$ cat config.mk
export PLATFORM = sky130hd
export DESIGN_NAME = srlg_front
export DESIGN_NICKNAME = d
export VERILOG_FILES = /design/src/rtl/srlg_pkg.sv /design/src/rtl/srlg_front.sv
export SDC_FILE = /design/constraint.sdc
export NUM_CORES = 1
export LEC_CHECK = 0
export BUFFER_PORTS_ARGS = -buffer_cell sky130_fd_sc_hd__clkbuf_2
export CAP_MARGIN = 20
export CORE_MARGIN = 2
export CORE_UTILIZATION = 45
export CTS_BUF_LIST = sky130_fd_sc_hd__clkbuf_4 sky130_fd_sc_hd__clkbuf_8
export CTS_CLUSTER_DIAMETER = 100
export DETAILED_ROUTE_END_ITERATION = 7
export SYNTH_ARGS = -nofsm -noshare
export SYNTH_HDL_FRONTEND = slang
export SYNTH_SLANG_ARGS = --single-unit
$ cat constraint.sdc
create_clock -name clock -period 19.5 [get_ports clock]
set_input_delay 3.9 -clock clock [delete_from_list [all_inputs] [get_ports clock]]
set_output_delay 3.9 -clock clock [all_outputs]
set_load 0.05 [all_outputs]
$ cat src/rtl/srlg_pkg.sv
package srlg_pkg;

   localparam int SUM_W      = 38;
   localparam int ROOT_W     = SUM_W / 2;
   localparam int DVSR_W     = 16;
   localparam int SMOOTH_W   = 32;
   localparam int ALPHA_W    = 16;
   localparam int FS_W       = 15;
   localparam int LEVEL_W    = 17;
   localparam int CSR_IDX_W  = 8;
   localparam int CSR_DATA_W = 17;

   localparam int QUEUE_DEPTH = 4;
   localparam int QPTR_W      = $clog2(QUEUE_DEPTH);

   localparam int STEP_W = 6;
   localparam logic [STEP_W-1:0] DIV_LAST  = STEP_W'(SUM_W - 1);
   localparam logic [STEP_W-1:0] ROOT_LAST = STEP_W'(ROOT_W - 1);

   localparam logic [SUM_W-1:0]   SUM_LIMIT = '1;
   localparam logic [LEVEL_W-1:0] Q16_ONE   = 17'h10000;

   localparam logic [CSR_IDX_W-1:0] CSR_ALPHA      = 8'd0;
   localparam logic [CSR_IDX_W-1:0] CSR_FULL_SCALE = 8'd1;
   localparam logic [CSR_IDX_W-1:0] CSR_THRESHOLD  = 8'd2;

   localparam logic [ALPHA_W-1:0] ALPHA_RESET      = 16'd4588;
   localparam logic [FS_W-1:0]    FULL_SCALE_RESET = 15'd5571;
   localparam logic [LEVEL_W-1:0] THRESHOLD_RESET  = 17'd32768;

   typedef struct packed {
      logic [ALPHA_W-1:0] alpha;
      logic [FS_W-1:0]    full_scale;
      logic [LEVEL_W-1:0] threshold;
   } cfg_type;

   typedef struct packed {
      logic [SUM_W-1:0]  sum_left;
      logic [SUM_W-1:0]  sum_right;
      logic [DVSR_W-1:0] count;
   } buf_type;

   typedef struct packed {
      logic load;
      logic step;
   } unit_ctl_type;

   typedef enum logic [3:0] {
      ST_IDLE,
      ST_MEAN,
      ST_ROOT_LD,
      ST_ROOT,
      ST_MUL,
      ST_SMOOTH,
      ST_SCALE_LD,
      ST_SCALE,
      ST_GATE,
      ST_OUT
   } back_state_type;

endpackage

$ cat src/rtl/srlg_front.sv
module srlg_front #(
   parameter int SAMPLE_BITS = 16,
   parameter int FRAMES_MAX  = 256
) (
   input  logic                          clock,
   input  logic                          reset,
   input  logic                          accept,
   input  logic signed [SAMPLE_BITS-1:0] left_sample,
   input  logic signed [SAMPLE_BITS-1:0] right_sample,
   input  logic                          last_frame,
   output logic                          push,
   output srlg_pkg::buf_type             push_data
);
   import srlg_pkg::*;

   localparam int SQ_W  = 2 * SAMPLE_BITS;
   localparam int ADD_W = ((SQ_W > SUM_W) ? SQ_W : SUM_W) + 1;
   localparam int CNT_W = $clog2(FRAMES_MAX + 1);
   localparam logic [CNT_W-1:0] CNT_LAST = CNT_W'(FRAMES_MAX);

   logic [SAMPLE_BITS-1:0] raw_l, raw_r;
   logic [SAMPLE_BITS-1:0] mag_l, mag_r;

   logic             s1_vld_ff;
   logic [SQ_W-1:0]  sq_l_ff, sq_r_ff;
   logic             last_ff;

   logic [SUM_W-1:0] sum_l_ff, sum_l_in;
   logic [SUM_W-1:0] sum_r_ff, sum_r_in;
   logic [CNT_W-1:0] cnt_ff, cnt_in;

   logic [ADD_W-1:0] add_l, add_r;
   logic [SUM_W-1:0] new_l, new_r;
   logic [CNT_W-1:0] cnt_new;
   logic             close;

   // squaring stage
   always_comb begin
      raw_l = $unsigned(left_sample);
      raw_r = $unsigned(right_sample);
      mag_l = raw_l[SAMPLE_BITS-1] ? (~raw_l + 1'b1) : raw_l;
      mag_r = raw_r[SAMPLE_BITS-1] ? (~raw_r + 1'b1) : raw_r;
   end

   always_ff @(posedge clock) begin
      if (reset) begin
         s1_vld_ff <= 1'b0;
      end else begin
         s1_vld_ff <= accept;
      end
   end

   always_ff @(posedge clock) begin
      if (accept) begin
         sq_l_ff <= mag_l * mag_l;
         sq_r_ff <= mag_r * mag_r;
         last_ff <= last_frame;
      end
   end

   // saturating accumulate and buffer close
   always_comb begin
      add_l   = ADD_W'(sum_l_ff) + ADD_W'(sq_l_ff);
      add_r   = ADD_W'(sum_r_ff) + ADD_W'(sq_r_ff);
      new_l   = (add_l > ADD_W'(SUM_LIMIT)) ? SUM_LIMIT : add_l[SUM_W-1:0];
      new_r   = (add_r > ADD_W'(SUM_LIMIT)) ? SUM_LIMIT : add_r[SUM_W-1:0];
      cnt_new = cnt_ff + 1'b1;
      close   = last_ff || (cnt_new == CNT_LAST);
      push    = s1_vld_ff && close;

      push_data.sum_left  = new_l;
      push_data.sum_right = new_r;
      push_data.count     = DVSR_W'(cnt_new);

      sum_l_in = sum_l_ff;
      sum_r_in = sum_r_ff;
      cnt_in   = cnt_ff;
      if (s1_vld_ff) begin
         if (close) begin
            sum_l_in = '0;
            sum_r_in = '0;
            cnt_in   = '0;
         end else begin
            sum_l_in = new_l;
            sum_r_in = new_r;
            cnt_in   = cnt_new;
         end
      end
   end

   always_ff @(posedge clock) begin
      if (reset) begin
         sum_l_ff <= '0;
         sum_r_ff <= '0;
         cnt_ff   <= '0;
      end else begin
         sum_l_ff <= sum_l_in;
         sum_r_ff <= sum_r_in;
         cnt_ff   <= cnt_in;
      end
   end

endmodule

==> results by group <==
Route
  – Count of nets left with antenna violations after detail routing: 0
  – First DRT Iteration DRCs: 1,172
  – DRT Pass-1 Iters: 5
  – Avg WL per Cell: about 17 µm
  – Average vias per placed instance: 5.342
  – DRC errors left: 0
  – Via count: 18,270
  – Routed wire length: 58,060 µm

Synth
  – Proportion of register bits with asynchronous set or reset after synthesis: 0%
  – Main synth FF type: sky130_fd_sc_hd__dfxtp_1
  – Top cells by area in the synthesized netlist: sky130_fd_sc_hd__fa_1 28%, sky130_fd_sc_hd__ha_1 14%, sky130_fd_sc_hd__edfxtp_1 8.1%
  – Share of synthesized area occupied by flip-flops and latches: 15.38%
  – Cell Area, Synth: 0.02349 mm²
  – Post-synthesis register bit count: 149
  – Warnings, synthesis: 0
  – Number of synthesized flops with an enable pin: 63
  – Average cell area after synthesis: 8.958 µm²
  – Yosys top cell by area: sky130_fd_sc_hd__fa_1
  – Post-synth cell types: 87
  – Area share of the leading cell type in the synthesized netlist: ~28%
  – Number of instances in the synthesized netlist: approximately 2,600

Global route
  – Global-route wire length before repair: approximately 97,000 µm
  – Global-route usage over all layers: between 20% and 30%
  – Maximum number of pins on one net before global-route repair: 76
  – Met2 usage in global routing: 35.68%
  – Number of global-route vias before repair: 18,830
  – Layer with the highest usage: met2
  – Global routing met3 resource utilization: between 2 and 2.5%
  – Antenna violations before repair: 0
  – Leftover overflow at the end of global routing: 0
  – M1 GR Usage: ~32%

STA
  – Final critical-path share of the clock period: 61.89%
  – Final setup TNS: 0 ns
  – Headroom to the max-slew limit: about a third
  – Minimum clock period after layout: 12.07 ns
  – Final clock skew: ~0.019 ns
  – Final setup violation count: 0
  – Final hold viol count: 0
  – Upper clock frequency limit: 0.08286 GHz
  – Unrepaired setup endpoints after global routing: false
  – Number of max-slew violations in the final report: 0
  – Least-Margin Pin Slew: 1.010 ns

Place
  – Buffers added on ports: 121
  – Global placement routability congestion: 0.9110
  – Half-perimeter wire length after detailed placement: 48,050 µm

Critical path
  – Critical Path Source Type: primary input
  – Crit path largest cell delay: 0.75 ns
  – CP Class: in2reg
  – Slowest-stage cell, CP: sky130_fd_sc_hd__xor2_1
  – Crit path DAT: 12.30 ns
  – Sort of element at the end of the critical path: flop
  – Worst-path maximum fanout: 16
  – Endpoint required time on the critical path: between 15 and 20 ns
  – Reg2Reg Depth: 12

Die
  – Effective utilization at floorplan: between 40% and 50%
  – Floorplan row count: 83
  – Die span in y: 232.5 µm
  – Area of the placeable core: between 0.05 and 0.06 mm²
  – Die area: 0.05404 mm²
  – Top Ports: 129
  – Floorplan die width: 232.5 µm

Layout
  – Antenna cells: 0
  – Layout-stage area growth over the synthesis result: 7.527%
  – Most common cell after layout, fill and taps aside: sky130_fd_sc_hd__inv_1
  – Proportion of layout cells with a drive suffix above 1: 7.661%
  – Top library cells by usage in the layout, fill and taps aside: 465 x sky130_fd_sc_hd__inv_1, 329 x sky130_fd_sc_hd__fa_1, 264 x sky130_fd_sc_hd__nand2_1
  – Area of combinational cells with multiple inputs: 0.01783 mm²
  – Register area: 0.003613 mm²
  – Filler cell count in the final layout: 4,966
  – Final #Nets: between 3,000 and 4,000

Clock network
  – Clk_lat worst skew: 0.50 ns
  – Sink Count: around 150
  – Resized cells post-CTS: 0
  – Clock buffer depth: 2
  – CTS tree: done
  – H-tree level count: 4
  – Clock transition at the registers of the reported paths: 0.10 ns
  – Clock root buffer master: sky130_fd_sc_hd__clkbuf_8
  – Num CTS Buffers: 17
  – CTS hold repair buffers: 0
  – Number of buffers inserted to repair setup after CTS: 0

Outcome
  – Result of the run: complete, no violations

Hold path
  – Hold Crit Depth: 2
  – Hold Path Class: reg2reg

Run
  – # Max-Cap Violations: 0
-- final timing paths --
kind	end	startpoint	slack (ns)
hold / removal	cnt_ff[8]$_SDFFE_PP0P_	cnt_ff[8]$_SDFFE_PP0P_	0.47
setup reg to reg	sum_r_ff[26]$_SDFFE_PP0P_	sq_r_ff[0]$_DFFE_PP_	15.63
setup / recovery	sq_l_ff[31]$_DFFE_PP_	left_sample[0]	7.43
hold reg to reg	cnt_ff[8]$_SDFFE_PP0P_	cnt_ff[8]$_SDFFE_PP0P_	0.47
-- through the flow --
stage / area [µm²] / setup WS [ns] / hold slack [ns] / util (%) / cells
floorplan: 23590 / 8.344 / 0.4444 / - / 2650
global placement: 24820 / 7.079 / 0.4571 / 48.18 / 3387
detailed placement: 24830 / 6.988 / 0.4608 / 48.21 / 3388
CTS: 25250 / 7.553 / 0.4764 / 49.02 / 3420
global route: 25260 / 6.909 / 0.5033 / 49.03 / 3421
finish: 25260 / 7.431 / 0.4740 / 49.03 / 3421
-- cell families after synthesis --
family	after synthesis	share of synthesized area, %
AO/OA/AOI/OAI	519	15.11
XOR/XNOR	152	5.764
adder cells (fa/ha/maj)	586	41.73
buffers and inverters	560	9.221
flip-flops	149	15.38
multiplexers	4	0.1811
other	2	0.03197
AND/OR/NAND/NOR	650	12.58
-- registers in the layout (all words and copies together) (netlist names) --
register and cells:
cnt_ff 9, last_ff 1, s1_vld_ff 1, sq_l_ff 31, sq_r_ff 31, sum_l_ff 38, sum_r_ff 38
-- critical path, delay by kind of cell --
kind	cells	cell delay, ns
AOI/OAI and AO/OA	9	2.07
xor gates and xnor gates	2	0.90
adders and majority gates	8	3.55
buffers and inverters	8	1.46
and+or+nand+nor	2	0.40
-- metal layers --
metal	part of all wire, %	wire, µm
met1	48	28060
met2	45	26340
met3	4.3	2514
met4	2.0	1138
met5	0	0
-- area by class of cell --
class                           instances  share of cell area, %
Tap cell                              680                  3.369
Inverter                              481                  7.149
Sequential cell                       149                  14.31
Clock inverter                         15                 0.7183
Clock buffer                           17                 0.9264
Timing Repair Buffer                  138                  2.933
Multi-Input combinational cell       1941                  70.60
-- synth_stat cells, types with 4 or more instances --
cell                        number
sky130_fd_sc_hd__xnor2_1        89
sky130_fd_sc_hd__buf_2          12
sky130_fd_sc_hd__or3_1           8
sky130_fd_sc_hd__nor2b_1         9
sky130_fd_sc_hd__o31ai_1        11
sky130_fd_sc_hd__a31oi_1        18
sky130_fd_sc_hd__o31a_1          5
sky130_fd_sc_hd__xor2_1         60
sky130_fd_sc_hd__or2_2           5
sky130_fd_sc_hd__clkinv_1       10
sky130_fd_sc_hd__ha_1          257
sky130_fd_sc_hd__a21o_1         72
sky130_fd_sc_hd__inv_2           6
sky130_fd_sc_hd__o21a_1         25
sky130_fd_sc_hd__a22o_1         65
sky130_fd_sc_hd__inv_1         465
sky130_fd_sc_hd__o211ai_1       13
sky130_fd_sc_hd__a21oi_1       126
sky130_fd_sc_hd__nor4_1          4
sky130_fd_sc_hd__buf_4           7
sky130_fd_sc_hd__a2111oi_0       4
sky130_fd_sc_hd__o41ai_1         5
sky130_fd_sc_hd__a211o_1         4
sky130_fd_sc_hd__o21bai_1       13
sky130_fd_sc_hd__buf_1           5
sky130_fd_sc_hd__nor2_1        186
sky130_fd_sc_hd__a21boi_0        4
sky130_fd_sc_hd__nor3_1         26
sky130_fd_sc_hd__clkbuf_1       52
sky130_fd_sc_hd__and2_1         18
sky130_fd_sc_hd__edfxtp_1       63
sky130_fd_sc_hd__fa_1          329
sky130_fd_sc_hd__nand2b_1       14
sky130_fd_sc_hd__o21ai_0        93
sky130_fd_sc_hd__o21ai_1         5
sky130_fd_sc_hd__a211oi_1        9
sky130_fd_sc_hd__dfxtp_1        86
sky130_fd_sc_hd__or4_1           8
sky130_fd_sc_hd__and3_1         30
sky130_fd_sc_hd__a22oi_1         6
sky130_fd_sc_hd__nand4_1        17
sky130_fd_sc_hd__nand2_1       264
sky130_fd_sc_hd__nand3_1        38
Power is not shown: default switching activity piles up to over one toggle a cycle in this logic, so the estimate is an artifact.
