[src/rtl/srlg_pkg.sv]
package srlg_pkg;

   localparam int SUM_W      = 38;
   localparam int ROOT_W     = SUM_W / 2;
   localparam int DVSR_W     = 16;
   localparam int SMOOTH_W   = 32;
   localparam int ALPHA_W    = 16;
   localparam int FS_W       = 15;
   localparam int LEVEL_W    = 17;
   localparam int CSR_IDX_W  = 8;
   localparam int CSR_DATA_W = 17;

   localparam int QUEUE_DEPTH = 4;
   localparam int QPTR_W      = $clog2(QUEUE_DEPTH);

   localparam int STEP_W = 6;
   localparam logic [STEP_W-1:0] DIV_LAST  = STEP_W'(SUM_W - 1);
   localparam logic [STEP_W-1:0] ROOT_LAST = STEP_W'(ROOT_W - 1);

   localparam logic [SUM_W-1:0]   SUM_LIMIT = '1;
   localparam logic [LEVEL_W-1:0] Q16_ONE   = 17'h10000;

   localparam logic [CSR_IDX_W-1:0] CSR_ALPHA      = 8'd0;
   localparam logic [CSR_IDX_W-1:0] CSR_FULL_SCALE = 8'd1;
   localparam logic [CSR_IDX_W-1:0] CSR_THRESHOLD  = 8'd2;

   localparam logic [ALPHA_W-1:0] ALPHA_RESET      = 16'd4588;
   localparam logic [FS_W-1:0]    FULL_SCALE_RESET = 15'd5571;
   localparam logic [LEVEL_W-1:0] THRESHOLD_RESET  = 17'd32768;

   typedef struct packed {
      logic [ALPHA_W-1:0] alpha;
      logic [FS_W-1:0]    full_scale;
      logic [LEVEL_W-1:0] threshold;
   } cfg_type;

   typedef struct packed {
      logic [SUM_W-1:0]  sum_left;
      logic [SUM_W-1:0]  sum_right;
      logic [DVSR_W-1:0] count;
   } buf_type;

   typedef struct packed {
      logic load;
      logic step;
   } unit_ctl_type;

   typedef enum logic [3:0] {
      ST_IDLE,
      ST_MEAN,
      ST_ROOT_LD,
      ST_ROOT,
      ST_MUL,
      ST_SMOOTH,
      ST_SCALE_LD,
      ST_SCALE,
      ST_GATE,
      ST_OUT
   } back_state_type;

endpackage

[src/rtl/srlg_div.sv]
module srlg_div (
   input  logic                         clock,
   input  srlg_pkg::unit_ctl_type       ctl,
   input  logic [srlg_pkg::SUM_W-1:0]   numer,
   input  logic [srlg_pkg::DVSR_W-1:0]  dvsr,
   output logic [srlg_pkg::SUM_W-1:0]   quot
);
   import srlg_pkg::*;

   logic [SUM_W-1:0]  num_ff, num_in;
   logic [DVSR_W-1:0] rem_ff, rem_in;
   logic [DVSR_W-1:0] dvsr_ff, dvsr_in;
   logic [DVSR_W:0]   trial;
   logic [DVSR_W:0]   diff;

   // restoring division, one quotient bit per step
   always_comb begin
      trial   = {rem_ff, num_ff[SUM_W-1]};
      diff    = trial - {1'b0, dvsr_ff};
      num_in  = num_ff;
      rem_in  = rem_ff;
      dvsr_in = dvsr_ff;
      if (ctl.load) begin
         num_in  = numer;
         rem_in  = '0;
         dvsr_in = dvsr;
      end else if (ctl.step) begin
         if (trial >= {1'b0, dvsr_ff}) begin
            rem_in = diff[DVSR_W-1:0];
            num_in = {num_ff[SUM_W-2:0], 1'b1};
         end else begin
            rem_in = trial[DVSR_W-1:0];
            num_in = {num_ff[SUM_W-2:0], 1'b0};
         end
      end
   end

   always_ff @(posedge clock) begin
      num_ff  <= num_in;
      rem_ff  <= rem_in;
      dvsr_ff <= dvsr_in;
   end

   assign quot = num_ff;

endmodule

[src/rtl/srlg_sqrt.sv]
module srlg_sqrt (
   input  logic                        clock,
   input  srlg_pkg::unit_ctl_type      ctl,
   input  logic [srlg_pkg::SUM_W-1:0]  radicand,
   output logic [srlg_pkg::ROOT_W-1:0] root
);
   import srlg_pkg::*;

   logic [SUM_W-1:0]  x_ff, x_in;
   logic [ROOT_W:0]   rem_ff, rem_in;
   logic [ROOT_W-1:0] root_ff, root_in;
   logic [ROOT_W+2:0] shifted;
   logic [ROOT_W+2:0] trial;
   logic [ROOT_W+2:0] diff;

   // floor square root, one root bit per step
   always_comb begin
      shifted = {rem_ff, x_ff[SUM_W-1:SUM_W-2]};
      trial   = {1'b0, root_ff, 2'b01};
      diff    = shifted - trial;
      x_in    = x_ff;
      rem_in  = rem_ff;
      root_in = root_ff;
      if (ctl.load) begin
         x_in    = radicand;
         rem_in  = '0;
         root_in = '0;
      end else if (ctl.step) begin
         x_in = {x_ff[SUM_W-3:0], 2'b00};
         if (shifted >= trial) begin
            rem_in  = diff[ROOT_W:0];
            root_in = {root_ff[ROOT_W-2:0], 1'b1};
         end else begin
            rem_in  = shifted[ROOT_W:0];
            root_in = {root_ff[ROOT_W-2:0], 1'b0};
         end
      end
   end

   always_ff @(posedge clock) begin
      x_ff    <= x_in;
      rem_ff  <= rem_in;
      root_ff <= root_in;
   end

   assign root = root_ff;

endmodule

[src/rtl/srlg_back.sv]
module srlg_back (
   input  logic                         clock,
   input  logic                         reset,
   input  srlg_pkg::cfg_type            cfg,
   input  logic                         q_empty,
   input  srlg_pkg::buf_type            q_data,
   output logic                         q_pop,
   output logic                         rsp_valid,
   input  logic                         rsp_stall,
   output logic [srlg_pkg::LEVEL_W-1:0] level_left,
   output logic [srlg_pkg::LEVEL_W-1:0] level_right,
   output logic                         gate_trigger,
   output logic                         gate_open
);
   import srlg_pkg::*;

   localparam int PO_W  = SMOOTH_W + LEVEL_W;
   localparam int PN_W  = ROOT_W + ALPHA_W;
   localparam int ACC_W = PN_W + ALPHA_W + 2;
   localparam logic [ACC_W-1:0] HALF = ACC_W'(32768);

   back_state_type state_ff, state_in;
   logic [STEP_W-1:0] step_ff, step_in;

   unit_ctl_type div_ctl, sqrt_ctl;
   logic mul_en, smooth_en, gate_en;

   logic [SUM_W-1:0]  div_numer_l, div_numer_r, quot_l, quot_r;
   logic [DVSR_W-1:0] div_dvsr;
   logic [FS_W-1:0]   fs_eff;
   logic [ROOT_W-1:0] root_l, root_r;

   logic [SMOOTH_W-1:0] smooth_l_ff, smooth_r_ff;
   logic                above_ff, above_in;
   logic                fire;
   logic [PO_W-1:0]     po_l_ff, po_r_ff;
   logic [PN_W-1:0]     pn_l_ff, pn_r_ff;
   logic [LEVEL_W-1:0]  keep;
   logic [ACC_W-1:0]    acc_l, acc_r;
   logic [SMOOTH_W-1:0] sat_l, sat_r;
   logic [LEVEL_W-1:0]  lvl_l, lvl_r;

   logic [LEVEL_W-1:0] level_l_ff, level_r_ff;
   logic               trig_ff, open_ff;

   // sequencer
   always_comb begin
      state_in  = state_ff;
      step_in   = step_ff;
      div_ctl   = '0;
      sqrt_ctl  = '0;
      q_pop     = 1'b0;
      mul_en    = 1'b0;
      smooth_en = 1'b0;
      gate_en   = 1'b0;
      case (state_ff)
         ST_IDLE: begin
            if (!q_empty) begin
               q_pop        = 1'b1;
               div_ctl.load = 1'b1;
               step_in      = '0;
               state_in     = ST_MEAN;
            end
         end
         ST_MEAN: begin
            div_ctl.step = 1'b1;
            step_in      = step_ff + 1'b1;
            if (step_ff == DIV_LAST) begin
               step_in  = '0;
               state_in = ST_ROOT_LD;
            end
         end
         ST_ROOT_LD: begin
            sqrt_ctl.load = 1'b1;
            state_in      = ST_ROOT;
         end
         ST_ROOT: begin
            sqrt_ctl.step = 1'b1;
            step_in       = step_ff + 1'b1;
            if (step_ff == ROOT_LAST) begin
               step_in  = '0;
               state_in = ST_MUL;
            end
         end
         ST_MUL: begin
            mul_en   = 1'b1;
            state_in = ST_SMOOTH;
         end
         ST_SMOOTH: begin
            smooth_en = 1'b1;
            state_in  = ST_SCALE_LD;
         end
         ST_SCALE_LD: begin
            div_ctl.load = 1'b1;
            state_in     = ST_SCALE;
         end
         ST_SCALE: begin
            div_ctl.step = 1'b1;
            step_in      = step_ff + 1'b1;
            if (step_ff == DIV_LAST) begin
               step_in  = '0;
               state_in = ST_GATE;
            end
         end
         ST_GATE: begin
            gate_en  = 1'b1;
            state_in = ST_OUT;
         end
         ST_OUT: begin
            if (!rsp_stall) begin
               state_in = ST_IDLE;
            end
         end
         default: begin
            state_in = ST_IDLE;
         end
      endcase
   end

   always_ff @(posedge clock) begin
      if (reset) begin
         state_ff <= ST_IDLE;
         step_ff  <= '0;
      end else begin
         state_ff <= state_in;
         step_ff  <= step_in;
      end
   end

   // divider operands: mean square first, then level scaling
   always_comb begin
      fs_eff = (cfg.full_scale == '0) ? FS_W'(1) : cfg.full_scale;
      if (state_ff == ST_SCALE_LD) begin
         div_numer_l = SUM_W'(smooth_l_ff);
         div_numer_r = SUM_W'(smooth_r_ff);
         div_dvsr    = {fs_eff, 1'b0};
      end else begin
         div_numer_l = q_data.sum_left;
         div_numer_r = q_data.sum_right;
         div_dvsr    = q_data.count;
      end
   end

   srlg_div u_div_l (
      .clock (clock),
      .ctl   (div_ctl),
      .numer (div_numer_l),
      .dvsr  (div_dvsr),
      .quot  (quot_l)
   );

   srlg_div u_div_r (
      .clock (clock),
      .ctl   (div_ctl),
      .numer (div_numer_r),
      .dvsr  (div_dvsr),
      .quot  (quot_r)
   );

   srlg_sqrt u_sqrt_l (
      .clock    (clock),
      .ctl      (sqrt_ctl),
      .radicand (quot_l),
      .root     (root_l)
   );

   srlg_sqrt u_sqrt_r (
      .clock    (clock),
      .ctl      (sqrt_ctl),
      .radicand (quot_r),
      .root     (root_r)
   );

   // smoothing and gate
   always_comb begin
      keep  = Q16_ONE - LEVEL_W'(cfg.alpha);
      acc_l = ACC_W'(po_l_ff) + (ACC_W'(pn_l_ff) << ALPHA_W) + HALF;
      acc_r = ACC_W'(po_r_ff) + (ACC_W'(pn_r_ff) << ALPHA_W) + HALF;
      sat_l = (|acc_l[ACC_W-1:SMOOTH_W+ALPHA_W]) ? '1 : acc_l[SMOOTH_W+ALPHA_W-1:ALPHA_W];
      sat_r = (|acc_r[ACC_W-1:SMOOTH_W+ALPHA_W]) ? '1 : acc_r[SMOOTH_W+ALPHA_W-1:ALPHA_W];
      lvl_l = (quot_l > SUM_W'(Q16_ONE)) ? Q16_ONE : quot_l[LEVEL_W-1:0];
      lvl_r = (quot_r > SUM_W'(Q16_ONE)) ? Q16_ONE : quot_r[LEVEL_W-1:0];
      fire  = (lvl_l >= cfg.threshold) && !above_ff;
      above_in = lvl_l >= cfg.threshold;
   end

   always_ff @(posedge clock) begin
      if (mul_en) begin
         po_l_ff <= smooth_l_ff * keep;
         po_r_ff <= smooth_r_ff * keep;
         pn_l_ff <= root_l * cfg.alpha;
         pn_r_ff <= root_r * cfg.alpha;
      end
      if (gate_en) begin
         level_l_ff <= lvl_l;
         level_r_ff <= lvl_r;
         trig_ff    <= fire;
         open_ff    <= above_in;
      end
   end

   always_ff @(posedge clock) begin
      if (reset) begin
         smooth_l_ff <= '0;
         smooth_r_ff <= '0;
         above_ff    <= 1'b0;
      end else begin
         if (smooth_en) begin
            smooth_l_ff <= sat_l;
            smooth_r_ff <= sat_r;
         end
         if (gate_en) begin
            above_ff <= above_in;
         end
      end
   end

   assign rsp_valid    = (state_ff == ST_OUT);
   assign level_left   = level_l_ff;
   assign level_right  = level_r_ff;
   assign gate_trigger = trig_ff;
   assign gate_open    = open_ff;

endmodule

[config.mk]
export PLATFORM = sky130hd
export DESIGN_NAME = srlg_back
export DESIGN_NICKNAME = d
export VERILOG_FILES = /design/src/rtl/srlg_pkg.sv /design/src/rtl/srlg_div.sv /design/src/rtl/srlg_sqrt.sv /design/src/rtl/srlg_back.sv
export SDC_FILE = /design/constraint.sdc
export NUM_CORES = 2
export LEC_CHECK = 0
export ABC_AREA = 1
export BUFFER_PORTS_ARGS = -buffer_cell sky130_fd_sc_hd__buf_2
export CORE_ASPECT_RATIO = 0.75
export CORE_MARGIN = 3
export CORE_UTILIZATION = 45
export CTS_CLUSTER_DIAMETER = 120
export DETAILED_ROUTE_END_ITERATION = 8
export PLACE_DENSITY = 0.64
export SETUP_SLACK_MARGIN = 0.15
export SLEW_MARGIN = 20
export SYNTH_ARGS = -nofsm -noshare
export SYNTH_HDL_FRONTEND = slang
export SYNTH_SLANG_ARGS = --single-unit
[constraint.sdc]
create_clock -name clock -period 8.8 [get_ports clock]
set_input_delay 0.44 -clock clock [delete_from_list [all_inputs] [get_ports clock]]
set_output_delay 0.44 -clock clock [all_outputs]
set_load 0.01 [all_outputs]
==> results.py <==
metrics = {
    "clocking": {
        "clk_pin_slew_ns": 0.06,
        "cts-htree-levels": 3,
        "postCtsSetupRepairBufs": 0,
        "clock-sinks": 527,
        "numCtsBuffers": 66,
        "clkLatencyLatePin_ns": 0.72,
        "cts_tree": "built",
        "root_buffer": "clkbuf_16",
        "clockBufferDepth": 3,
    },
    "sta": {
        "fin_crit_sh": 0.895,
        "clock_skew_ns": 0.0485,
        "slew_violations": 0,
        "fin_setup_tns_ns": 0,
        "worst_pin_slew_ns": 1.20,
        "finalHoldViolCount": 0,
        "setup_slack_ns": 0.926,
        "slew_headroom": 0.202,
        "setup_viol": 0,
        "period_minus_slack_ns": 7.87,
        "clock.fmax_mhz": 127,
        "rsz0062_at_grt": "false",
    },
    "synthesis": {
        "ys_seq_elements": 527,
        "post-synth-top-count-cell": "inv_1",
        "synth_area_leader_cell": "fa_1",
        "ys_warn_count": 0,
        "synth_cell_types": 56,
        "synth-async-reset-ratio": 0,
        "synth_edf_count": 342,
        "ys_top_cells_by_count": "inv_1, nand2_1, fa_1",
        "ys_top_cells_by_area": "fa_1, edfxtp_1, inv_1, nand2_1, ha_1",
        "syn_area_um2": 84100,
        "synth_area_per_cell_um2": 7.84,
        "synth_top_area_frac": 0.326,
        "syn_inst": 10733,
        "syn_nets": 12864,
        "ys_seq_area_frac": 0.166,
        "synth_flop_cell": "edfxtp_1",
    },
    "floorplanning": {
        "die_area_um2": 192000,
        "die_x_um": 505,
        "core_area_um2": 184000,
        "io_pins": 182,
        "dieHeight_um": 380,
        "start_util": 0.456,
        "rows": 136,
    },
    "routing": {
        "vias": 71897,
        "dr.pass1.iters": 6,
        "first_iter_violations": 7384,
        "post_drt_wl_per_cell_um": 21.6,
        "wl_mm": 286,
        "drc_errors": 0,
        "via_per_inst": 5.42,
        "drtAntennaViolNets": 0,
    },
    "worst_setup_path": {
        "rr_startpoint": "smooth_r_ff[8]",
        "ff2ff_path_depth": 19,
        "rrSetupSlack_ns": 1.50,
        "crit_type": "input port to flip-flop",
        "crit_path_end_kind": "flip-flop",
        "path_common_cell": "nand2_1",
        "max_stage_delay_ns": 0.58,
        "setup.worst_path.start": "cfg[32]",
        "slowest_stage": "fa_1",
        "arrival_ns": 8.28,
        "worstPathMaxFanout": 25,
        "startpoint_type": "input port",
        "required_ns": 9.21,
        "worstReg2RegEnd": "po_r_ff[28]",
        "crit_end": "po_l_ff[42]",
    },
    "placed_design": {
        "port_buffers": 181,
        "place_congestion": 1.04,
        "placed_area_um2": 87700,
        "post-place-ws_ns": 0.346,
        "detailed_place_hpwl_mm": 227,
    },
    "cells_and_area": {
        "layout.nets": 12850,
        "drive_gt1_frac": 0.0470,
        "design_area_um2": 90200,
        "fin_util": 0.489,
        "syn2layout_area_growth_pct": 7.19,
    },
    "pwr": {
        "combinationalPowerShare": 0.749,
        "power_switching_mw": 18.5,
        "sw_frac_of_total": 0.560,
        "powerDensity_nw_per_um2": 366,
        "ir_drop_uv": 501,
        "p_leak_nw": 46.3,
        "seqPwrFrac": 0.161,
        "power_frac_clock": 0.090,
        "p_int_mw": 14.5,
        "p_total_mw": 33.0,
    },
    "global_routing": {
        "grt_max_degree": 106,
        "grt-ovfl-total": 0,
        "grt_pass1_vias": 72053,
        "grtUsageTotal": 0.298,
        "grt_pass1_wl_mm": 439,
        "antenna_found_initial": 9,
    },
    "min_path": {
        "hold_class": "input port to flip-flop",
    },
    "run_status": {
        "outcome": "complete, no violations",
    },
    "job": {
        "maxCapViolCount": 0,
    },
}
==> metal layers <==
metal | wire length, µm | up-vias | GRT usage
met5 | 28 | - | 0
met4 | 10600 | 4 | 0.0936
met3 | 33700 | 477 | 0.0766
met2 | 118000 | 3702 | 0.429
met1 | 124000 | 35572 | 0.438
li1 | - | 32142 | -
==> critical path: cells and delay by family <==
| family | cells | cell delay, ns |
|---|---|---|
| compound gates | 6 | 1.65 |
| simple gates | 9 | 1.10 |
| xor+xnor | 1 | 0.17 |
| buf+inv | 7 | 1.25 |
| fa+ha+maj | 8 | 3.63 |
==> registers in the layout, indices dropped and copies added (netlist names), 32 cells and up <==
register       flops
u_div_l.quot      38
u_div_r.quot      38
u_sqrt_l.x_ff     38
u_sqrt_r.x_ff     38
pn_l_ff           35
pn_r_ff           35
po_l_ff           34
po_r_ff           34
smooth_l_ff       32
smooth_r_ff       32
==> cell usage in the layout, fill, tap and decap left out, types with 48 or more instances in the layout <==
cell type | netlist | routed
a21oi_1 | 484 | 484
o21ai_0 | 300 | 300
buf_2 | 41 | 180
ha_1 | 617 | 616
buf_4 | 9 | 155
fa_1 | 1370 | 1370
inv_1 | 2576 | 2569
nor2_1 | 818 | 815
o22ai_1 | 78 | 78
a31oi_1 | 49 | 49
edfxtp_1 | 342 | 342
nand3_1 | 254 | 254
clkbuf_16 | 0 | 68
nand2_1 | 2567 | 2566
xnor2_1 | 93 | 93
xor2_1 | 151 | 151
dfxtp_1 | 185 | 185
nor3_1 | 63 | 62
nand4_1 | 48 | 48
==> layout make-up <==
cell class,count,area [µm²]
Tap cell,2484,3110
Timing Repair Buffer,362,2410
Multi-Input combinational cell,7156,58600
Inverter,2606,9790
Clock inverter,36,449
Fill cell,18150,94300
Clock buffer,85,1830
Antenna cell,2,5.00
Sequential cell,527,14000
==> power groups by stage <==
stage	combinational (mW)	clock, mW	sequential [mW]
after floorplan	17.4	0	4.62
after global placement	24.0	0	5.30
after detailed placement	24.2	0	5.30
after CTS	24.5	3.02	5.26
after global routing	27.9	3.11	5.36
final	24.7	2.97	5.33
==> cell families after synthesis <==
group / after synthesis / share of synthesized area
AO/OA/AOI/OAI: 1096 / 0.0729
flip-flops: 527 / 0.166
XOR/XNOR: 244 / 0.0254
adder cells (fa/ha/maj): 1987 / 0.418
AND/OR/NAND/NOR: 3829 / 0.180
buffers and inverters: 3050 / 0.138
==> timing repair <==
action,in CTS,in global routing
endpoints found under the hold margin,12,0
gates resized for setup,0,0
hold buffers,19,0
==> worst min path at each step <==
stage          slack [ns]           startpoint                   to  cells after the start
4_1_cts             0.002            q_data[3]   u_div_l.dvsr_ff[3]                      3
6_report             0.04           q_data[52]     u_div_r.quot[36]                      3
2_1_floorplan        0.43  u_sqrt_l.rem_ff[18]  u_sqrt_l.rem_ff[18]                      2
5_1_grt              0.01            q_data[3]   u_div_l.dvsr_ff[3]                      3
3_5_place_dp         0.45             above_ff             above_ff                      2
3_3_place_gp         0.45             above_ff             above_ff                      2
==> through the flow <==
stage	hold WS (ns)	instances
CTS	0.00211	13256
global route	0.0149	13257
detailed placement	0.451	13116
floorplan	0.431	10733
finish	0.0437	13258
global placement	0.451	13116
Power figures use the tool's default switching activity.
