### src/rtl/srlg_pkg.sv
package srlg_pkg;

   localparam int SUM_W      = 38;
   localparam int ROOT_W     = SUM_W / 2;
   localparam int DVSR_W     = 16;
   localparam int SMOOTH_W   = 32;
   localparam int ALPHA_W    = 16;
   localparam int FS_W       = 15;
   localparam int LEVEL_W    = 17;
   localparam int CSR_IDX_W  = 8;
   localparam int CSR_DATA_W = 17;

   localparam int QUEUE_DEPTH = 4;
   localparam int QPTR_W      = $clog2(QUEUE_DEPTH);

   localparam int STEP_W = 6;
   localparam logic [STEP_W-1:0] DIV_LAST  = STEP_W'(SUM_W - 1);
   localparam logic [STEP_W-1:0] ROOT_LAST = STEP_W'(ROOT_W - 1);

   localparam logic [SUM_W-1:0]   SUM_LIMIT = '1;
   localparam logic [LEVEL_W-1:0] Q16_ONE   = 17'h10000;

   localparam logic [CSR_IDX_W-1:0] CSR_ALPHA      = 8'd0;
   localparam logic [CSR_IDX_W-1:0] CSR_FULL_SCALE = 8'd1;
   localparam logic [CSR_IDX_W-1:0] CSR_THRESHOLD  = 8'd2;

   localparam logic [ALPHA_W-1:0] ALPHA_RESET      = 16'd4588;
   localparam logic [FS_W-1:0]    FULL_SCALE_RESET = 15'd5571;
   localparam logic [LEVEL_W-1:0] THRESHOLD_RESET  = 17'd32768;

   typedef struct packed {
      logic [ALPHA_W-1:0] alpha;
      logic [FS_W-1:0]    full_scale;
      logic [LEVEL_W-1:0] threshold;
   } cfg_type;

   typedef struct packed {
      logic [SUM_W-1:0]  sum_left;
      logic [SUM_W-1:0]  sum_right;
      logic [DVSR_W-1:0] count;
   } buf_type;

   typedef struct packed {
      logic load;
      logic step;
   } unit_ctl_type;

   typedef enum logic [3:0] {
      ST_IDLE,
      ST_MEAN,
      ST_ROOT_LD,
      ST_ROOT,
      ST_MUL,
      ST_SMOOTH,
      ST_SCALE_LD,
      ST_SCALE,
      ST_GATE,
      ST_OUT
   } back_state_type;

endpackage

### src/rtl/srlg_queue.sv
module srlg_queue (
   input  logic              clock,
   input  logic              reset,
   input  logic              push,
   input  srlg_pkg::buf_type push_data,
   input  logic              pop,
   output srlg_pkg::buf_type pop_data,
   output logic              empty,
   output logic              full,
   output logic              almost_full
);
   import srlg_pkg::*;

   buf_type           entry_ff [QUEUE_DEPTH];
   logic [QPTR_W-1:0] wr_ptr_ff, wr_ptr_in;
   logic [QPTR_W-1:0] rd_ptr_ff, rd_ptr_in;
   logic [QPTR_W:0]   cnt_ff, cnt_in;

   always_comb begin
      wr_ptr_in = push ? (wr_ptr_ff + 1'b1) : wr_ptr_ff;
      rd_ptr_in = pop ? (rd_ptr_ff + 1'b1) : rd_ptr_ff;
      cnt_in    = cnt_ff;
      if (push && !pop) begin
         cnt_in = cnt_ff + 1'b1;
      end else if (pop && !push) begin
         cnt_in = cnt_ff - 1'b1;
      end
   end

   always_ff @(posedge clock) begin
      if (reset) begin
         wr_ptr_ff <= '0;
         rd_ptr_ff <= '0;
         cnt_ff    <= '0;
      end else begin
         wr_ptr_ff <= wr_ptr_in;
         rd_ptr_ff <= rd_ptr_in;
         cnt_ff    <= cnt_in;
      end
   end

   always_ff @(posedge clock) begin
      if (push) begin
         entry_ff[wr_ptr_ff] <= push_data;
      end
   end

   assign pop_data    = entry_ff[rd_ptr_ff];
   assign empty       = (cnt_ff == '0);
   assign full        = (cnt_ff == (QPTR_W+1)'(QUEUE_DEPTH));
   assign almost_full = (cnt_ff >= (QPTR_W+1)'(QUEUE_DEPTH - 1));

endmodule

### config.mk
export PLATFORM = sky130hd
export DESIGN_NAME = srlg_queue
export DESIGN_NICKNAME = d
export VERILOG_FILES = /design/src/rtl/srlg_pkg.sv /design/src/rtl/srlg_queue.sv
export SDC_FILE = /design/constraint.sdc
export NUM_CORES = 1
export LEC_CHECK = 0
export ABC_CLOCK_PERIOD_IN_PS = 5450
export BUFFER_PORTS_ARGS = -buffer_cell sky130_fd_sc_hd__buf_2
export CAP_MARGIN = 20
export CORE_ASPECT_RATIO = 1.25
export CORE_MARGIN = 4
export CORE_UTILIZATION = 50
export CTS_CLUSTER_DIAMETER = 100
export DETAILED_ROUTE_END_ITERATION = 6
export PLACE_DENSITY = 0.79
export SLEW_MARGIN = 20
export SYNTH_ARGS = -nofsm -noshare
export SYNTH_HDL_FRONTEND = slang
export SYNTH_SLANG_ARGS = --single-unit
### constraint.sdc
create_clock -name clock -period 5.45 [get_ports clock]
set_clock_uncertainty 0.05 [all_clocks]
set_input_delay 0 -clock clock [delete_from_list [all_inputs] [get_ports clock]]
set_output_delay 0 -clock clock [all_outputs]
set_load 0.05 [all_outputs]
==> metrics.yaml, run 1 <==
drt_first_pass_iters: 4
netlist_area_sq_um: 13700
maxSlewHeadroom_pct: 35.4
post-route-util_pct: 63.6
tns_ns: 0
area_growth_pct: 24.8
viasPerCell: 5.40
critPathSlowestCell: "dfxtp_4"
max_stage_delay_ns: 0.97
clkTransAtPathRegs_ns: 0.06
tightest_slew_ns: 0.969
cp_data_arrival_time_ns: 2.78
drt_iter0_drc: 353
crit_family: "flip-flops"
worstPathCellList: "buf_12 -> mux4_2 -> buf_2"
ir_worst_vdd_mv: 0.314
grt_first_pass_wirelength_um: 41200
finalSetupViolations: 0
ys_seq_area_share_pct: 81.9
critPathRequiredTime_ns: 5.40
clock_sinks: 377
crit_buf_inv: 2
vias: 6505
overflow: 0
final.setup.worst_slack_ns: 2.62
r2r_setup_slack_ns: 3.10
r2r_cells: 3
yosysWarnings: 0
period_minus_slack_ns: 2.83
finalHoldViolCount: 0
io_buffers: 190
finalPower_w: 0.00676
ctsResizeCount: 0
synth_top_area_share_pct: 80.6
initial_core_util_pct: 51.0
path_max_fanout: 48
worstHoldPathCells: 2
rsz0062_at_grt: "false"
worstSetupEndpointType: "output port"
cts_buffer_depth: 3
ios: 191
pre_cts_slack_ns: 3.01
die_area_sq_um: 30200
dp_hpwl_um: 15600
yosysUniqueCellTypes: 21
fin_nets: 936
rows: 67
syn_inst: 525
postSynthAreaPerCell_sq_um: 26.1
min_path_type: "in2reg"
totalWireLength_um: 26700
yosysTopAreaCell: "edfxtp_1"
cts_buffers: 36
cts_max_level: 2
ant_nets: 0
cp_num_cells: 3
post_cts_buffers: 0
status: "complete, no violations"
synthesis.nets: 627
p_leak_nw: 5.84
synth_top_cells_by_area: "edfxtp_1, mux4_2, dfxtp_1"
cts_tree: "done"
grt_max_degree: 59
max_freq_mhz: 353
antenna_found_initial: 2
min_from: "push_data[75]"
critical_path_class: "reg2out"
maxCapViolCount: 0
root_buffer: "clkbuf_16"
period_share_pct: 52.0
synth_seq_cells: 377
die_h_um: 193
core_area_sq_um: 26900
drc: 0
startpoint_type: "flop"
dieWidth_um: 156
track_usage_pct: 17.9
power_density_nw_per_um2: 395
r2r_start: "wr_ptr_ff[0]$_SDFFE_PP0P_"
grt_pass1_vias: 7251
gp_congestion: 0.728
hold_slack_ns: 0.206
drive_gt1_share_pct: 39.5
clk_latency_ns: 0.49
slew_viol_final: 0
post_drt_wl_per_cell_um: 22.2
## cell type report
cell class / instances / area [sq um]
Inverter: 4 / 15.0
Multi-Input combinational cell: 123 / 2320
Clock inverter: 19 / 181
Timing Repair Buffer: 292 / 1970
Antenna cell: 1 / 2.50
Clock buffer: 44 / 952
Tap cell: 345 / 432
Sequential cell: 377 / 11200
Fill cell: 1741 / 9800
## what timing repair did
action | 4_1_cts | 5_1_grt
hold buffers | 96 | 0
endpoints found under the hold margin | 377 | 0
setup endpoints to repair | 0 | 0
## state kept, by name, indices dropped and copies added (netlist names), named ones only
name and cells:
entry_ff 368, cnt_ff 3, rd_ptr_ff 2, wr_ptr_ff 2
## power breakdown
| group | switching (W) | leakage (nW) | internal, W |
|---|---|---|---|
| logic | 0.000654 | 1.83 | 0.000317 |
| clock network | 0.000968 | 0.554 | 0.00143 |
| registers | 0.0000660 | 3.46 | 0.00333 |
| total | 0.00169 | 5.84 | 0.00507 |
## worst paths after layout
| kind | to |
|---|---|
| max | pop_data[28] |
| min | entry_ff[2][75]$_DFFE_PP_ |
| max reg2reg | entry_ff[1][40]$_DFFE_PP_ |
| min reg2reg | rd_ptr_ff[1]$_SDFFE_PP0P_ |
## metrics by stage
stage	instance area [sq um]	std cells
after global placement	15000	1045
final	17100	1205
after CTS	17100	1204
after detailed placement	15000	1045
after global routing	17100	1205
after floorplan	13700	525
## cells in the final DEF, fill, tap and decap left out, types with 4 or more instances in the layout
cell	count
mux4_2	92
clkbuf_1	7
clkinv_2	4
inv_1	4
and2_4	4
dfxtp_1	7
clkbuf_16	37
buf_2	190
clkinv_1	11
nor2_1	7
edfxtp_1	368
buf_4	5
dlygate4sd3_1	96
ha_1	5
bufinv_16	4
## cell usage after synthesis
master and number:
edfxtp_1 368, mux4_2 92, buf_2 9, buf_6 9
dfxtp_1 9, nor2_1 7, ha_1 5, and2_1 4
inv_1 4, clkbuf_1 3, xor2_1 3, mux2i_1 2
xnor2_1 2, a21o_1 1, a21oi_1 1, fa_1 1
nand2_1 1, nor3_1 1, nor3b_1 1, o21ai_0 1
or3_1 1
## routing by layer
metal | global-route usage [%] | routed length (um)
met1 | 21.9 | 10100
met2 | 32.4 | 14500
met3 | 3.66 | 1330
met5 | 0 | 13
met4 | 5.58 | 729
## logic make-up (layout without fill, tap and decap cells)
kind of cell	after synthesis	in the layout	share of synthesized area [%]
other cells	0	1	0
simple gates	15	15	0.538
buf+inv	25	359	1.26
mux	94	94	15.3
compound gates	3	3	0.128
flops	377	377	81.9
xor+xnor	5	5	0.319
fa+ha+maj	6	6	0.602
(Power assumes the default switching activity.)
==> run 2, diff against run 1 <==
--- a/config.mk
+++ b/config.mk
@@ -5,7 +5,7 @@
 export SDC_FILE = /design/constraint.sdc
 export NUM_CORES = 1
 export LEC_CHECK = 0
-export ABC_CLOCK_PERIOD_IN_PS = 5450
+export ABC_CLOCK_PERIOD_IN_PS = 2560
 export BUFFER_PORTS_ARGS = -buffer_cell sky130_fd_sc_hd__buf_2
 export CAP_MARGIN = 20
 export CORE_ASPECT_RATIO = 1.25
@@ -13,7 +13,7 @@
 export CORE_UTILIZATION = 50
 export CTS_CLUSTER_DIAMETER = 100
 export DETAILED_ROUTE_END_ITERATION = 6
-export PLACE_DENSITY = 0.79
+export PLACE_DENSITY = 0.82
 export SLEW_MARGIN = 20
 export SYNTH_ARGS = -nofsm -noshare
 export SYNTH_HDL_FRONTEND = slang
==> constraint.sdc (replaced) <==
create_clock -name clock -period 2.56 [get_ports clock]
set_clock_uncertainty 0.05 [all_clocks]
set_input_delay 0 -clock clock [delete_from_list [all_inputs] [get_ports clock]]
set_output_delay 0 -clock clock [all_outputs]
set_load 0.05 [all_outputs]
==> metrics.yaml, run 2 (same netlist as run 1, synthesis figures left out) <==
r2r_cells: 4  # +1
largest_registers: "entry_ff (368), cnt_ff (3)"
vias: 6476  # -0.45%
period_share_pct: 86.3
grt_max_degree: 56  # -5.1%
period_minus_slack_ns: 2.21
drt_iter0_drc: 355  # +0.57%
final_cell_mix: "edfxtp_1, buf_2, dlygate4sd3_1, mux4_2, clkbuf_16"
finalSetupViolations: 0  # unchanged
fin_nets: 942  # +0.64%
totalWireLength_um: 26300  # -1.7%
largest_reg_flops: 368  # unchanged
track_usage_pct: 17.6  # -0.33 points
die_area_sq_um: 30200  # unchanged
tns_ns: 0  # unchanged
clk_latency_ns: 0.50  # about the same
max_stage_delay_ns: 0.60  # -0.37 ns
status: "complete, no violations"
dp_hpwl_um: 14400  # -7.9%
r2r_start: "wr_ptr_ff[1]$_SDFFE_PP0P_"
cts_max_level: 2  # unchanged
final.setup.worst_slack_ns: 0.351  # -2.26 ns
critPathSlowestCell: "mux4_2"
grt_pass1_vias: 7034  # -3.0%
viasPerCell: 5.38  # -0.36%
p_comb_share_pct: 14.9  # +0.5 points
regMostFlops: "entry_ff"
gp_congestion: 0.707  # -2.8%
ir_worst_vdd_mv: 0.611  # +95%
antenna_found_initial: 2  # unchanged
overflow: 0  # unchanged
worstSetupEndpointType: "output port"
p_seq_share_pct: 49.9  # -0.3 points
max_freq_mhz: 453
maxSlewHeadroom_pct: 59.7  # +24 points
io_buffers: 190  # unchanged
core_area_sq_um: 26900  # unchanged
maxCapViolCount: 0  # unchanged
p_sw_share_pct: 24.8  # -0.13 points
drt_first_pass_iters: 4  # unchanged
root_buffer: "clkbuf_16"
min_from: "push_data[87]"
rr_endpoint: "entry_ff[1][22]$_DFFE_PP_"
p_leak_nw: 5.88  # +0.71%
rows: 67  # unchanged
initial_core_util_pct: 51.0  # unchanged
p_int_w: 0.0108  # +110%
mostFrequentLayoutCell: "edfxtp_1"
cts_buffers: 37  # +2.8%
drive_gt1_share_pct: 40.3  # +0.86 points
cts_buffer_depth: 3  # unchanged
power_density_nw_per_um2: 836  # +110%
clkPwrFrac_pct: 35.2  # -0.2 points
pre_cts_slack_ns: 0.861  # -2.15 ns
drc: 0  # unchanged
ant_nets: 0  # unchanged
tightest_slew_ns: 0.604  # -0.365 ns
whs_endpoint: "entry_ff[1][87]$_DFFE_PP_"
ctsResizeCount: 0  # unchanged
ios: 191  # unchanged
dieWidth_um: 156  # unchanged
area_growth_pct: 25.5
post_drt_wl_per_cell_um: 21.8  # -1.7%
critical_path_class: "reg2out"
min_path_type: "in2reg"
r2r_setup_slack_ns: 0.89  # -2.21 ns
startpoint_type: "flop"
path_max_fanout: 55  # +15%
worstHoldPathCells: 2  # unchanged
clock_sinks: 377  # unchanged
rsz0062_at_grt: "false"
critPathRequiredTime_ns: 2.51  # -2.89 ns
grt_first_pass_wirelength_um: 40300  # -2.2%
clkTransAtPathRegs_ns: 0.06  # about the same
hold_buffers: 95  # -1.0%
slew_viol_final: 0  # unchanged
die_h_um: 193  # unchanged
cp_data_arrival_time_ns: 2.16  # -0.62 ns
p_sw_w: 0.00357  # +110%
post_cts_buffers: 0  # unchanged
finalHoldViolCount: 0  # unchanged
cts_tree: "done"
worstPathCellList: "buf_12 -> mux4_2 -> buf_2"
[run 2: changes by cell type in the layout (fill, tap and decap cells not counted)]
cell,before,now
clkinv_2,4,5
clkinv_1,11,5
buf_4,5,4
dlygate4sd3_1,96,95
clkbuf_1,7,6
buf_12,1,8
[run 2: metrics by stage]
stage                     hold WS (ns)  std cells  instance area (sq um)  power [W]  util (%)
after floorplan                 0.0489        525                  13700    0.00881         -
after global placement           0.160       1051                  15100    0.00930      56.3
after detailed placement         0.166       1051                  15100    0.00934      56.3
after CTS                        0.164       1203                  17200     0.0145      64.0
after global routing             0.187       1204                  17200     0.0149      64.0
final                            0.193       1204                  17200     0.0144      64.0
[run 2: routing by layer]
metal	vias up	routed length [um]	global-route usage, %
met4	2	553	5.14
met2	248	14100	31.0
met3	42	1930	3.86
li1	2870	-	-
met5	-	9	0
met1	3314	9620	22.2
[run 2: area by class of cell]
type / instances / area, sq um
inverter: 4 / 15.0
clock inverter: 14 / 164
sequential: 377 / 11200
multi-input combinational: 123 / 2320
clock buffer: 43 / 948
antenna: 1 / 2.50
timing repair buffer: 297 / 2090
fill: 1726 / 9700
tap: 345 / 432
[run 2: how the worst max path moves through the flow]
| stage | slack [ns] | endpoint | cells past startpoint | start |
|---|---|---|---|---|
| 3_5_place_dp | 0.86 | pop_data[6] | 3 | flop |
| 3_3_place_gp | 0.88 | pop_data[6] | 3 | flop |
| 5_1_grt | 0.25 | pop_data[4] | 3 | flop |
| 4_1_cts | 0.30 | pop_data[6] | 3 | flop |
| 2_1_floorplan | 0.39 | entry_ff[2][0]$_DFFE_PP_ | 3 | wr_ptr_ff[0]$_SDFFE_PP0P_ |
| 6_report | 0.35 | pop_data[30] | 3 | flop |
[run 2: worst max-delay path, delay by kind of cell, from the launching register on]
kind | cells | cell delay [ns]
buf+inv | 2 | 0.60
mux | 1 | 0.60
flops | 1 | 0.37
[run 2: power by group through the flow]
stage                     logic [W]  clock network, W  registers, W
after floorplan             0.00153                 0       0.00728
after global placement      0.00201                 0       0.00729
after detailed placement    0.00203                 0       0.00731
after CTS                   0.00216           0.00518       0.00718
after global routing        0.00226           0.00547       0.00720
final                       0.00214           0.00506       0.00718
==> run 3, diff against run 2 <==
--- a/config.mk
+++ b/config.mk
@@ -5,6 +5,7 @@
 export SDC_FILE = /design/constraint.sdc
 export NUM_CORES = 1
 export LEC_CHECK = 0
+export ABC_AREA = 1
 export ABC_CLOCK_PERIOD_IN_PS = 2560
 export BUFFER_PORTS_ARGS = -buffer_cell sky130_fd_sc_hd__buf_2
 export CAP_MARGIN = 20
@@ -14,6 +15,7 @@
 export CTS_CLUSTER_DIAMETER = 100
 export DETAILED_ROUTE_END_ITERATION = 6
 export PLACE_DENSITY = 0.82
+export REMOVE_ABC_BUFFERS = 1
 export SLEW_MARGIN = 20
 export SYNTH_ARGS = -nofsm -noshare
 export SYNTH_HDL_FRONTEND = slang
==> metrics.yaml, run 3 <==
status: "complete, no violations"
overflow: 0  # unchanged
nFillCells: 1937  # +12%
fin_nets: 1336  # +42%
yosysMostFrequentCell: "edfxtp_1"
cts_buffer_depth: 3  # unchanged
postSynthAreaPerCell_sq_um: 14.8  # -43%
maxCapViolCount: 0  # unchanged
yosysUniqueCellTypes: 20  # -4.8%
ys.flop_type: "edfxtp_1"
hold_slack_ns: 0.206  # +0.0132 ns
track_usage_pct: 20.5  # +2.9 points
worstSetupEndpointType: "output port"
min_path_type: "in2reg"
post_drt_wl_per_cell_um: 20.0  # -8.3%
final_cell_mix: "edfxtp_1, buf_2, nor2_1, o21ai_0, dlygate4sd3_1"
io_buffers: 190  # unchanged
slew_viol_final: 0  # unchanged
area_growth_pct: 24.2
grt_max_degree: 95  # +70%
drc: 0  # unchanged
clock_sinks: 377  # unchanged
rows: 68  # +1.5%
p_leak_nw: 6.20  # +5.5%
finalSetupViolations: 0  # unchanged
finalHoldViolCount: 0  # unchanged
n_antenna_cell: 0  # -1
clkTransAtPathRegs_ns: 0.06  # about the same
cts_buffers: 36  # -2.7%
drt_iter0_drc: 795  # +120%
startpoint_type: "flop"
cts_tree: "done"
path_max_fanout: 47  # -15%
drt_first_pass_iters: 5  # +1
dieWidth_um: 158  # +1.3%
grt_first_pass_wirelength_um: 49700  # +23%
viasPerCell: 5.65  # +5.1%
synth_top_area_share_pct: 78.5  # -2.1 points
power_density_nw_per_um2: 817  # -2.2%
grt_pass1_vias: 9403  # +34%
ctsResizeCount: 0  # unchanged
ant_nets: 0  # unchanged
synth_common_cells: "edfxtp_1, nor2_1, o21ai_0, o22ai_1, o21ai_1"
syn_inst: 950  # +81%
tightest_slew_ns: 0.579  # -0.0252 ns
synth_seq_cells: 377  # unchanged
ys_seq_area_share_pct: 79.7  # -2.2 points
drive_gt1_share_pct: 21.1  # -19 points
yosysWarnings: 0  # unchanged
antenna_found_initial: 2  # unchanged
netlist_area_sq_um: 14100  # +2.7%
dp_hpwl_um: 17100  # +19%
rsz0062_at_grt: "false"
finalPower_w: 0.0143  # -0.60%
root_buffer: "clkbuf_16"
die_h_um: 196  # +1.3%
mostFrequentLayoutCell: "edfxtp_1"
vias: 9095  # +40%
cp_data_arrival_time_ns: 2.26  # +0.10 ns
cts_max_level: 2  # unchanged
largest_registers: "entry_ff (368), cnt_ff (3)"
critical_path_class: "reg2out"
critPathRequiredTime_ns: 2.51  # about the same
hold_buffers: 97  # +2.1%
totalWireLength_um: 32200  # +23%
synth_top_cells_by_area: "edfxtp_1, nor2_1, o21ai_0"
ios: 191  # unchanged
largest_reg_flops: 368  # unchanged
core_area_sq_um: 27700  # +3.1%
async_flop_share_pct: 0  # unchanged
synth_edf_count: 368  # unchanged
worstPathCellList: "inv_2 -> buf_4 -> o21ai_0 -> o22ai_1 -> buf_2"
max_freq_mhz: 432  # -4.6%
post_cts_buffers: 0  # unchanged
critPathSlowestCell: "dfxtp_4"
regMostFlops: "entry_ff"
gp_congestion: 0.749  # +5.9%
initial_core_util_pct: 50.8  # -0.18 points
ir_worst_vdd_mv: 0.638  # +4.4%
period_share_pct: 90.4  # +4.2 points
die_area_sq_um: 30900  # +2.6%
maxSlewHeadroom_pct: 61.4  # +1.7 points
clk_latency_ns: 0.49  # about the same
period_minus_slack_ns: 2.31  # +0.106 ns
yosysTopAreaCell: "edfxtp_1"
max_stage_delay_ns: 0.51  # -0.09 ns
==> run 3: per-layer routing <==
layer  GRT usage [%]  routed length, um  vias to the layer above
met3            3.66               1960                       78
met2            36.3              17000                      384
met5               0                 21                        -
li1                -                  -                     4155
met1            24.8              12200                     4474
met4            7.71                994                        4
==> run 3: worst paths after layout <==
| path | start | endpoint | slack [ns] | cells past startpoint |
|---|---|---|---|---|
| worst max register to register | wr_ptr_ff[0]$_SDFFE_PP0P_ | entry_ff[0][61]$_DFFE_PP_ | 0.77 | 5 |
| worst min-delay path | push_data[11] | entry_ff[3][11]$_DFFE_PP_ | 0.21 | 2 |
| worst min register to register | rd_ptr_ff[1]$_SDFFE_PP0P_ | flop | 0.38 | 1 |
| worst max-delay path | flop | pop_data[78] | 0.25 | 5 |
==> run 3: layout make-up <==
| cell class | instances | area, sq um | area share (%) |
|---|---|---|---|
| well taps | 350 | 438 | 2.50 |
| inverters | 17 | 78.8 | 0.451 |
| flip-flops and latches | 377 | 11200 | 64.2 |
| multi-input cells | 496 | 2400 | 13.7 |
| repair buffers | 306 | 2200 | 12.6 |
| clock buffers | 48 | 967 | 5.53 |
| clock inverters | 15 | 171 | 0.980 |
==> run 3: logic make-up after synthesis <==
group	count (synthesis)	synth area share, %
flip-flops	377	79.7
buffers and inverters	77	3.21
adder cells (fa/ha/maj)	6	0.586
AND/OR/NAND/NOR	204	5.48
AO/OA/AOI/OAI	286	11.0
==> run 3: through the flow <==
| stage | area [sq um] | utilization [%] | instances | setup TNS [ns] | setup WS [ns] |
|---|---|---|---|---|---|
| 5_1_grt | 17500 | 63.1 | 1609 | 0 | 0.105 |
| 3_3_place_gp | 15400 | 55.5 | 1449 | 0 | 0.798 |
| 2_1_floorplan | 13700 | - | 890 | -340.81 | -2.64 |
| 4_1_cts | 17500 | 63.1 | 1609 | 0 | 0.227 |
| 3_5_place_dp | 15400 | 55.5 | 1449 | 0 | 0.766 |
| 6_report | 17500 | 63.1 | 1609 | 0 | 0.245 |
==> run 3: critical path, delay by kind of cell, from the launching register on <==
| family | cells | cell delay, ns |
|---|---|---|
| buffers and inverters | 3 | 0.81 |
| flip-flops | 1 | 0.51 |
| AO/OA/AOI/OAI | 2 | 0.41 |
==> run 3: where the power goes <==
group | internal (W) | total, W | switching, W
sequential | 0.00705 | 0.00714 | 0.0000848
combinational | 0.000520 | 0.00202 | 0.00150
clock | 0.00306 | 0.00514 | 0.00209
total | 0.0106 | 0.0143 | 0.00367
